### config.mk
export PLATFORM = sky130hd
export DESIGN_NAME = ehtq_fifo
export DESIGN_NICKNAME = d
export VERILOG_FILES = /design/src/rtl/core/ehtq_fifo.sv
export SDC_FILE = /design/constraint.sdc
export NUM_CORES = 1
export LEC_CHECK = 0
export ABC_AREA = 1
export CAP_MARGIN = 25
export CELL_PAD_IN_SITES_DETAIL_PLACEMENT = 0
export CELL_PAD_IN_SITES_GLOBAL_PLACEMENT = 1
export CORE_UTILIZATION = 45
export DETAILED_ROUTE_END_ITERATION = 6
export DONT_BUFFER_PORTS = 1
export GPL_TIMING_DRIVEN = 0
export PLACE_DENSITY_LB_ADDON = 0.1
export SYNTH_ARGS = -nofsm -noshare
export SYNTH_HDL_FRONTEND = slang
export SYNTH_SLANG_ARGS = --single-unit
### constraint.sdc
create_clock -name clk -period 1.7 [get_ports clk]
set_clock_uncertainty 0.05 [all_clocks]
set_input_delay 0.085 -clock clk [delete_from_list [all_inputs] [get_ports clk]]
set_output_delay 0.085 -clock clk [all_outputs]
set_load 0.1 [all_outputs]
### src/rtl/core/ehtq_fifo.sv
// small register queue
`timescale 1ns / 1ps
`default_nettype none
module ehtq_fifo #(
    parameter int WIDTH = 8,
    parameter int DEPTH = 2
) (
    input  wire logic             clk,
    input  wire logic             rst_n,
    input  wire logic             wr_en,
    input  wire logic [WIDTH-1:0] wr_data,
    output logic                  full,
    input  wire logic             rd_en,
    output logic [WIDTH-1:0]      rd_data,
    output logic                  empty
);
    localparam int PW = (DEPTH > 1) ? $clog2(DEPTH) : 1;
    localparam int CW = $clog2(DEPTH + 1);

    logic [WIDTH-1:0] mem_reg [DEPTH];
    logic [PW-1:0]    wp_reg, wp_next, rp_reg, rp_next;
    logic [CW-1:0]    cnt_reg, cnt_next;
    logic             do_wr, do_rd;

    assign full    = (cnt_reg == CW'(DEPTH));
    assign empty   = (cnt_reg == '0);
    assign rd_data = mem_reg[rp_reg];
    assign do_wr   = wr_en && !full;
    assign do_rd   = rd_en && !empty;

    always_comb
    begin
        wp_next  = wp_reg;
        rp_next  = rp_reg;
        cnt_next = cnt_reg;
        if (do_wr)
        begin
            wp_next = (wp_reg == PW'(DEPTH - 1)) ? '0 : wp_reg + 1'b1;
        end
        if (do_rd)
        begin
            rp_next = (rp_reg == PW'(DEPTH - 1)) ? '0 : rp_reg + 1'b1;
        end
        if (do_wr && !do_rd)
        begin
            cnt_next = cnt_reg + 1'b1;
        end
        else if (do_rd && !do_wr)
        begin
            cnt_next = cnt_reg - 1'b1;
        end
    end

    always_ff @(posedge clk or negedge rst_n)
    begin
        if (!rst_n)
        begin
            wp_reg  <= '0;
            rp_reg  <= '0;
            cnt_reg <= '0;
        end
        else
        begin
            wp_reg  <= wp_next;
            rp_reg  <= rp_next;
            cnt_reg <= cnt_next;
        end
    end

    always_ff @(posedge clk)
    begin
        if (do_wr)
        begin
            mem_reg[wp_reg] <= wr_data;
        end
    end

endmodule
`default_nettype wire

==> run summary <==
The run finished, with violations left. The checks that failed: negative setup slack. The number of clock buffers added by TritonCTS is 3. The horizontal extent of the die came out at between 40 and 50 um. The worst hold path begins at wr_data[5]. The violation count after the first detailed-routing iteration came out at 8. The final-stage net count came out at 107. The total negative setup slack came out at -0.0169 ns. The area of placed instances is 847 um^2.

The Yosys warning count is 0. The flip-flop cell with the highest count after synthesis is sky130_fd_sc_hd__edfxtp_1. The clock insertion delay at the later pin of the skew report is 0.28 ns. The detailed-router iteration count before antenna repair came out at 4. The share of the clock period used by the worst path after layout is 101%.

The slew of the pin with the lowest slew margin is 0.664 ns. The detail route stage leaves a number of antenna-violating nets equal to 0. The type of the worst setup path is register to register.

The max-slew violation total from the final report came to 0. The final-layout worst hold slack came out at 0.393 ns. The final number of hold-violating endpoints came out at 0. The max-cap check violation count is 0. TritonCTS built the clock tree. STA classifies the critical path endpoint as a register. The global-route wire length before repair came out at approximately 2200 um. Headroom to the max-slew limit came out at 55.6%. The number of antenna violations at the first check in global routing is 0.

The repair_antennas step left the layout with diodes totalling 0. In this run the critical register-to-register path is launched from cnt_reg[1]$_DFFE_PN0P_. The number of synthesized register bits came out at 20. The final route contains around 540 vias.

Buffers placed on the I/O ports in this run total 0. Ranked by instance count, the synthesized netlist is headed by sky130_fd_sc_hd__nand2_1, sky130_fd_sc_hd__edfxtp_1, sky130_fd_sc_hd__inv_1. The CTS root buffer is sky130_fd_sc_hd__clkbuf_4. The core footprint is between 1500 and 2000 um^2. The signed area change from the synthesized netlist to the final layout came out at 37.1%. The top achievable clock speed is 582 MHz.

The synthesized area per cell came out at 11.1 um^2. The starting density of the core came out at between 50% and 60%. Row generation in the floorplan step produced 14 rows. The share of the synthesized area in the top cell type came out at about three fifths. STA classifies the critical path startpoint as a register. The fraction of layout cells with a size suffix above 1 came out at 26.9%. The number of cells on the worst reg-to-reg path is 8.

The maximum number of buffers from clock root to sink is 2. The overall fraction of global-route tracks in use came out at 16.5%. For this run the aggregate overflow at the end of global routing stands at 0. The CTS H-tree depth is 1. The maximum number of pins on one net before global-route repair came out at 12. The overall die height came out at 44.4 um. The maximum fanout encountered on the critical timing path came out at 3. The part of the Yosys area used for sequential elements came out at 71.7%. By area the synthesized netlist is led by sky130_fd_sc_hd__edfxtp_1, sky130_fd_sc_hd__nand2_1, sky130_fd_sc_hd__dfrtp_1.

The worst setup slack for register-to-register paths is -0.02 ns. Data on the critical path arrives at its endpoint at 1.86 ns. The average wire per cell in the routed design came out at 12.4 um. Setup repair after global routing could not meet its margin everywhere. The minimum clock period came out at 1.72 ns. The core occupancy in the finished layout is 69.6%. The number of distinct library cells after synthesis is 14. The register with the most flip-flops in the layout has 16 of them.

The count of unresolved DRC violations after routing is 0. The number of top-level pins is 22. The via count normalized by instance count came out at 4.65. The required time reported for the critical path endpoint is 1.84 ns. Of all cell types, the one taking the most synthesized area is sky130_fd_sc_hd__edfxtp_1. The number of enable-type register cells in the synthesized netlist came out at 16. The finished layout cell area came out at 1110 um^2. The worst register-to-register path ends at cnt_reg[1]$_DFFE_PN0P_. The final routed wirelength across all metal layers came out at 1450 um. The number of global-route vias before repair came out at approximately 500.

Counting every net in the synthesized netlist gives 86. Setup violations remaining at the end of the flow were counted as 1. The CTS sink count is 20. The synthesized netlist cell count is 73.

The class of the tightest hold or removal check is primary input to register. After clock tree synthesis, the clock-pin slew on the worst setup and hold paths is 0.10 ns. Once routing completed, OpenROAD measured the worst setup slack at -0.0169 ns. Tracing the worst setup path back leads to its startpoint at cnt_reg[1]$_DFFE_PN0P_. In the post-synthesis netlist, the cell with the most instances is sky130_fd_sc_hd__nand2_1. Routability-driven placement finished with a final weighted congestion of 0.693. The post-synth design cell area is just over 800 um^2. The critical path ends at cnt_reg[1]$_DFFE_PN0P_. Of all flip-flops after synthesis, the portion carrying an async set or reset was 20.0%.

The die covers between 1500 and 2000 um^2.
metrics by stage:
step,setup WS (ns),std cells
floorplan,-0.0523,73
global placement,-0.150,97
detailed placement,-0.167,97
CTS,-0.105,115
global route,-0.115,117
finish,-0.0169,117
worst max-delay path, stage by stage, from the launching register on:
cell	delay, ns
sky130_fd_sc_hd__dfrtp_1	0.41
sky130_fd_sc_hd__inv_2	0.07
sky130_fd_sc_hd__nor2_4	0.54
sky130_fd_sc_hd__nor2_4	0.08
sky130_fd_sc_hd__ha_4	0.24
sky130_fd_sc_hd__inv_1	0.07
sky130_fd_sc_hd__nand3_1	0.07
sky130_fd_sc_hd__nand2_1	0.05
sky130_fd_sc_hd__nand2_1	0.04
repair_timing:
| action | CTS | global route |
|---|---|---|
| endpoints found under the setup margin | 20 | 28 |
| hold buffers | 11 | 1 |
| buffers inserted | 3 | 1 |
| pin swaps | 1 | 1 |
| hold endpoints to repair | 22 | 4 |
| gates resized for setup | 9 | 15 |
layout by cell type, fill, tap and decap left out, drive strengths merged:
cell type,n
nor2,4
ha,1
nand2,33
dlygate4sd3,12
clkbuf,4
dfrtp,4
nand3b,1
nand4,1
inv,8
o21ai,2
nand3,1
edfxtp,16
buf,5
xnor2,1
final cells by class:
class,instances,area [um^2]
buffer,1,5.00
clock buffer,4,26.3
fill,123,484
inverter,8,30.0
multi-input combinational,44,287
sequential,20,582
tap,24,30.0
timing repair buffer,16,150
kinds of logic after synthesis:
kind of cell	count (synthesis)	synth area share (%)
simple gates	40	20.1
flops	20	71.7
buf+inv	9	4.33
compound gates	2	1.24
xor+xnor	1	1.08
fa+ha+maj	1	1.55
per-layer routing:
| layer | wire length [um] | up-vias | global-route usage, % |
|---|---|---|---|
| met5 | 0 | - | 0 |
| met4 | 6 | 0 | 5.45 |
| met3 | 41 | 2 | 3.67 |
| met2 | 751 | 13 | 27.1 |
| met1 | 648 | 252 | 21.9 |
| li1 | - | 277 | - |
worst min-delay path by stage:
stage | end | slack, ns | cells past startpoint
after CTS | cnt_reg[1]$_DFFE_PN0P_ | 0.0005 | 1
after floorplan | cnt_reg[0]$_DFFE_PN0P_ | -0.26 | 0
final | mem_reg[0][5]$_DFFE_PP_ | 0.39 | 1
after global placement | cnt_reg[1]$_DFFE_PN0P_ | -0.26 | 0
after detailed placement | cnt_reg[1]$_DFFE_PN0P_ | -0.26 | 0
after global routing | mem_reg[1][5]$_DFFE_PP_ | 0.37 | 1
Power is left out: the tool's default activity adds up to more than one toggle a clock period on the data nets, which glitch-free logic cannot reach.
