==> src/rtl/core/ehtq_pkg.sv <==
// shared types and constants of the energy histogram block
`timescale 1ns / 1ps
`default_nettype none
package ehtq_pkg;

    localparam int DEF_NUM_BINS    = 8192;
    localparam int DEF_COUNT_WIDTH = 32;
    localparam int ENERGY_W        = 24;
    localparam int BIN_W           = 13;
    localparam int OUT_W           = 32;
    localparam int ADDR_MAX_W      = 16;
    localparam int CFG_W           = 24;

    localparam logic [15:0] RST_BIN_WIDTH   = 16'd256;
    localparam logic [23:0] RST_MIN_ENERGY  = 24'd128;
    localparam logic [13:0] RST_ACTIVE_BINS = 14'd5000;
    localparam logic [9:0]  RST_THRESHOLD   = 10'd2;

    typedef enum logic [1:0] {
        REQ_INS_DET = 2'd0,
        REQ_INS_EMI = 2'd1,
        REQ_QUERY   = 2'd2,
        REQ_CLEAR   = 2'd3
    } req_t;

    typedef enum logic [1:0] {
        CFG_BIN_WIDTH   = 2'd0,
        CFG_MIN_ENERGY  = 2'd1,
        CFG_ACTIVE_BINS = 2'd2,
        CFG_THRESHOLD   = 2'd3
    } cfg_idx_t;

    typedef enum logic [1:0] {
        F_IDLE,
        F_DIV,
        F_EMIT
    } front_state_t;

    typedef enum logic [1:0] {
        B_CLEAR,
        B_IDLE,
        B_DATA,
        B_DONE
    } back_state_t;

    // classified request handed from front to back
    typedef struct packed {
        req_t                  req;
        logic                  oor;
        logic [BIN_W-1:0]      bin_used;
        logic [ADDR_MAX_W-1:0] addr;
    } mid_t;

    typedef struct packed {
        logic             out_of_range;
        logic [BIN_W-1:0] bin_used;
        logic [OUT_W-1:0] detected_count;
        logic [OUT_W-1:0] emitted_count;
        logic             passes_threshold;
        logic [OUT_W-1:0] bin_centre;
    } res_t;

endpackage
`default_nettype wire

==> src/rtl/core/ehtq_front.sv <==
// front end: accepts requests, divides energy into a bin, classifies
`timescale 1ns / 1ps
`default_nettype none
module ehtq_front
    import ehtq_pkg::*;
#(
    parameter int NUM_BINS = DEF_NUM_BINS
) (
    input  wire logic                clk,
    input  wire logic                rst_n,
    input  wire logic                push,
    output logic                     full,
    input  wire logic [1:0]          req_type,
    input  wire logic [ENERGY_W-1:0] energy,
    input  wire logic [BIN_W-1:0]    bin_index,
    input  wire logic                clearing,
    input  wire logic [15:0]         bin_width,
    input  wire logic [13:0]         active_bins,
    output logic                     mid_push,
    output mid_t                     mid_data,
    input  wire logic                mid_full
);
    localparam int LW = 17;

    front_state_t         state_reg, state_next;
    req_t                 req_reg, req_next;
    logic [ENERGY_W-1:0]  quo_reg, quo_next;
    logic [15:0]          rem_reg, rem_next;
    logic [4:0]           step_reg, step_next;
    logic [BIN_W-1:0]     qbin_reg, qbin_next;
    logic [15:0]          w_eff;
    logic [16:0]          trial;
    logic [LW-1:0]        limit;
    logic [ENERGY_W-1:0]  value;
    logic                 is_ins;

    assign w_eff  = (bin_width == '0) ? 16'd1 : bin_width;
    assign limit  = (LW'(active_bins) < LW'(NUM_BINS)) ? LW'(active_bins) : LW'(NUM_BINS);
    assign trial  = {rem_reg, quo_reg[ENERGY_W-1]};
    assign is_ins = (req_reg == REQ_INS_DET) || (req_reg == REQ_INS_EMI);
    assign value  = is_ins ? quo_reg : ENERGY_W'(qbin_reg);
    assign full   = (state_reg != F_IDLE) || clearing;

    always_comb
    begin
        state_next = state_reg;
        req_next   = req_reg;
        quo_next   = quo_reg;
        rem_next   = rem_reg;
        step_next  = step_reg;
        qbin_next  = qbin_reg;
        mid_push   = 1'b0;
        mid_data.req      = req_reg;
        mid_data.oor      = 1'b0;
        mid_data.bin_used = '0;
        mid_data.addr     = ADDR_MAX_W'(value[ADDR_MAX_W-1:0]);
        unique case (state_reg)
            F_IDLE:
            begin
                if (push && !clearing)
                begin
                    req_next  = req_t'(req_type);
                    quo_next  = energy;
                    rem_next  = '0;
                    step_next = '0;
                    qbin_next = bin_index;
                    if (req_type == REQ_INS_DET || req_type == REQ_INS_EMI)
                    begin
                        state_next = F_DIV;
                    end
                    else
                    begin
                        state_next = F_EMIT;
                    end
                end
            end
            F_DIV:
            begin
                // restoring divide, one quotient bit a cycle
                if (trial >= {1'b0, w_eff})
                begin
                    rem_next = 16'(trial - {1'b0, w_eff});
                    quo_next = {quo_reg[ENERGY_W-2:0], 1'b1};
                end
                else
                begin
                    rem_next = trial[15:0];
                    quo_next = {quo_reg[ENERGY_W-2:0], 1'b0};
                end
                step_next = step_reg + 1'b1;
                if (step_reg == 5'(ENERGY_W - 1))
                begin
                    state_next = F_EMIT;
                end
            end
            F_EMIT:
            begin
                if (req_reg != REQ_CLEAR)
                begin
                    mid_data.oor      = (value >= ENERGY_W'(limit));
                    mid_data.bin_used = (value > ENERGY_W'(8191)) ? '1 : value[BIN_W-1:0];
                end
                if (!mid_full)
                begin
                    mid_push   = 1'b1;
                    state_next = F_IDLE;
                end
            end
            default:
            begin
                state_next = F_IDLE;
            end
        endcase
    end

    always_ff @(posedge clk or negedge rst_n)
    begin
        if (!rst_n)
        begin
            state_reg <= F_IDLE;
        end
        else
        begin
            state_reg <= state_next;
        end
    end

    always_ff @(posedge clk)
    begin
        req_reg  <= req_next;
        quo_reg  <= quo_next;
        rem_reg  <= rem_next;
        step_reg <= step_next;
        qbin_reg <= qbin_next;
    end

endmodule
`default_nettype wire

==> config.mk <==
export PLATFORM = sky130hd
export DESIGN_NAME = ehtq_front
export DESIGN_NICKNAME = d
export VERILOG_FILES = /design/src/rtl/core/ehtq_pkg.sv /design/src/rtl/core/ehtq_front.sv
export SDC_FILE = /design/constraint.sdc
export NUM_CORES = 1
export LEC_CHECK = 0
export BUFFER_PORTS_ARGS = -buffer_cell sky130_fd_sc_hd__buf_2
export CORE_MARGIN = 3
export CORE_UTILIZATION = 48
export CTS_CLUSTER_SIZE = 40
export DETAILED_ROUTE_END_ITERATION = 10
export PLACE_DENSITY = 0.74
export SYNTH_ARGS = -nofsm -noshare
export SYNTH_HDL_FRONTEND = slang
export SYNTH_SLANG_ARGS = --single-unit
==> constraint.sdc <==
create_clock -name clk -period 4.1 [get_ports clk]
set_input_delay 0.82 -clock clk [delete_from_list [all_inputs] [get_ports clk]]
set_output_delay 0.82 -clock clk [all_outputs]
set_load 0.01 [all_outputs]
==> results.toml <==
[run_status]
status = "complete, no violations"

[pwr]
p_int_w = 0.002093
seqPwrFrac = 0.357
combinationalPowerShare = 0.501
p_sw_frac = 0.4124
clockPowerShare = 0.142
power_switching_w = 0.001469
vdd_drop_max_v = 0.0004331
power_leakage_nw = 2.311
power-per-cell-area_nw_per_um2 = 720.1

[synthesis]
synth.yosys.warnings = 0
synthCells = 434
syn_avg_cell_area_um2 = 9.543
synth_edf_count = 60
seq_area_frac_synth = 0.4471
async_flop_share = 0.03226
synth.area.mux_share = 0.05438
synthFlopType = "edfxtp_1"
synth_xor_area_frac = 0.03384
synthSimpleGateAreaFrac = 0.2069
syn_area_um2 = 4141
ys_ff_latch = 62
ys_types = 49
syn_nets = 540
synth_top_family_by_area = "simple AND/OR/NAND/NOR gates"
synth_fa_ha_area_frac = 0.09849
synth_compound_area_frac = 0.1154

[clock_tree]
cts.sinks = 62
cts_buffers = 9
clk_latency_ps = 340
cts_root_buf = "clkbuf_8"
clkTransAtPathRegs_ps = 70
htreeDepth = 3
cts-hold-fix-buffers = 0
cts_tree = "built"
cts_buffer_depth = 2

[placed_design]
dp_cells = 632
hpwl_um = 7430
io_buffers = 107
gp_congestion = 0.9110

[setup_path]
crit_buf_inv = 2
cp-end-kind = "output pin"
crit_top_cell = "a21o_1"
crit_cells = 10
worstPathArrival_ps = 2950
path_delay_family = "compound AO/OA/AOI/OAI gates"
r2r-start = "rem_reg[7]"
reg2reg_depth = 7
critPathSlowestCell = "a2111oi_1"
path_max_fanout = 17
rrSetupSlack_ps = 1440
start_kind = "register"
path_cells = "buf_4 -> mux2_2 -> ha_1 -> a21o_1 -> a21o_1 -> a2111oi_1 -> o311ai_1 -> nand2_1 -> o21ai_1 -> buf_2"
cp.required_ps = 3280
worst-setup-path-type = "register to output pin"
cpPeakStageDelay_ps = 470
timing.rr.end = "rem_reg[12]"

[cells_and_area]
stdcell_count = 647
fin_nets = 644
area_growth_pct = 19.43
final_common_cell = "buf_2"
drive_above_1_share = 0.2823
seqCellArea_um2 = 1852
fillers = 737
multi_input_area_um2 = 2125
final_cell_mix = "buf_2, nand2_1, edfxtp_1"
largest_reg_flops = 24
utilization = 0.5960
diodes = 0

[sta]
setup_tns_ps = 0
tightest_slew_ps = 1175
finClkSkew_ps = 8.184
period_minus_slack_ps = 3769
setup_viol = 0
rsz0062_at_grt = "false"
fmax_mhz = 265.3
hold_viol_final = 0
worst_slew_margin_rel = 0.2135
slew_viol_final = 0
min_period_over_period = 0.9194

[floorplanning]
io_pins = 108
num_rows = 33
die_w_um = 98.89
start_util = 0.4990
coreArea_um2 = 8299
die_h_um = 98.89
die-area_um2 = 9778

[route]
drtIter0Drc = 189
vias_per_cell = 5.354
dr.pass1.iters = 4
wl_per_cell_um = 14.85
wirelength_um = 9607
via_count = 3464
drc = 0
ant_nets = 0

[grt]
grt_usage = 0.1995
antenna_found_initial = 0
overflow = 0
grtUsageMet3 = 0.04954
grt.busiest_layer = "met2"
grt_pass1_wl_um = 15710
grt.met2_usage = 0.3187
grt_max_degree = 37
use_met1 = 0.2671
grt_pass1_vias = 3315

[flow_run]
maxCapViolations = 0

[worst_hold_path]
hp-class = "input pin to async pin"
## what timing repair did
action | in CTS | in global routing
setup endpoints to repair | 0 | 1
hold endpoints to repair | 0 | 0
gates resized for setup | 0 | 1
setup buffers | 0 | 0
## power groups by stage
| stage | Sequential, W | Combinational, W | Clock, W |
|---|---|---|---|
| after floorplan | 0.00123 | 0.00141 | 0 |
| after global placement | 0.00127 | 0.00173 | 0 |
| after detailed placement | 0.00128 | 0.00178 | 0 |
| after CTS | 0.00127 | 0.00180 | 0.000517 |
| after global routing | 0.00131 | 0.00201 | 0.000547 |
| final | 0.00127 | 0.00179 | 0.000505 |
## per-stage QoR
step	power [W]	instance area, um^2	hold WS (ps)	worst slack (ps)
floorplan	0.002635	4141	501.2	714.0
global placement	0.003005	4766	529.5	558.9
detailed placement	0.003066	4766	535.2	280.8
CTS	0.003583	4945	237.2	160.6
global route	0.003862	4946	225.3	98.99
finish	0.003562	4946	253.8	330.6
## logic make-up (layout without fill, tap and decap cells)
| group | Yosys count | count (layout) |
|---|---|---|
| muxes | 21 | 21 |
| xor gates and xnor gates | 16 | 16 |
| AOI/OAI and AO/OA | 67 | 67 |
| buffers and inverters | 41 | 149 |
| adders and majority gates | 32 | 32 |
| DFF | 62 | 62 |
| and+or+nand+nor | 195 | 195 |
## synth_stat cells, types with 3 or more instances
cell type    n  area [um^2]
nor2b_1      9        56.30
buf_6        3        33.78
o21ai_0      6        30.03
xor2_1       8        70.07
inv_1       21        78.83
nand2_1    101        379.1
clkbuf_1    12        45.04
a21oi_1     18        90.09
o22ai_1      3        18.77
o211ai_1     6        45.04
nand3_1      8        40.04
o21ai_1      5        25.02
mux2i_1      9        90.09
nand2b_1     5        31.28
nor2_1      40        150.1
nor3_1      15        75.07
mux2_2      12        135.1
xnor2_1      8        70.07
ha_1        31        387.9
a21o_1       8        60.06
nor4_1       6        37.54
edfxtp_1    60         1802
buf_2        4        20.02
a211oi_2     5        62.56
## worst register-to-register path, stage by stage, from the launching register on
cell      delay [ps]
edfxtp_1         400
ha_1             460
and4_1           290
and2b_1          180
a21oi_2           80
o21ai_4          600
nand2_1          270
o22ai_1          220
## metal layers
layer	up-vias	share of wire
met4	0	0.016
met3	13	0.067
met1	1606	0.45
met2	108	0.46
met5	-	0
li1	1737	-
## layout make-up
| type | count | share of cell area |
|---|---|---|
| clock buffers | 10 | 0.02580 |
| well taps | 105 | 0.02656 |
| flip-flops and latches | 62 | 0.3744 |
| multi-input cells | 331 | 0.4295 |
| repair buffers | 113 | 0.1174 |
| inverters | 21 | 0.01594 |
| clock inverters | 5 | 0.01037 |
## how the worst max path moves through the flow
stage / startpoint / endpoint / slack, ps
6_report: req_reg[1] / mid_data[29] / 330
5_1_grt: req_reg[1] / mid_data[29] / 100
4_1_cts: req_reg[1] / mid_data[29] / 160
3_5_place_dp: active_bins[13] / mid_data[29] / 280
3_3_place_gp: active_bins[13] / mid_data[29] / 560
2_1_floorplan: push / quo_reg[0] / 710
(Power assumes the default switching activity.)
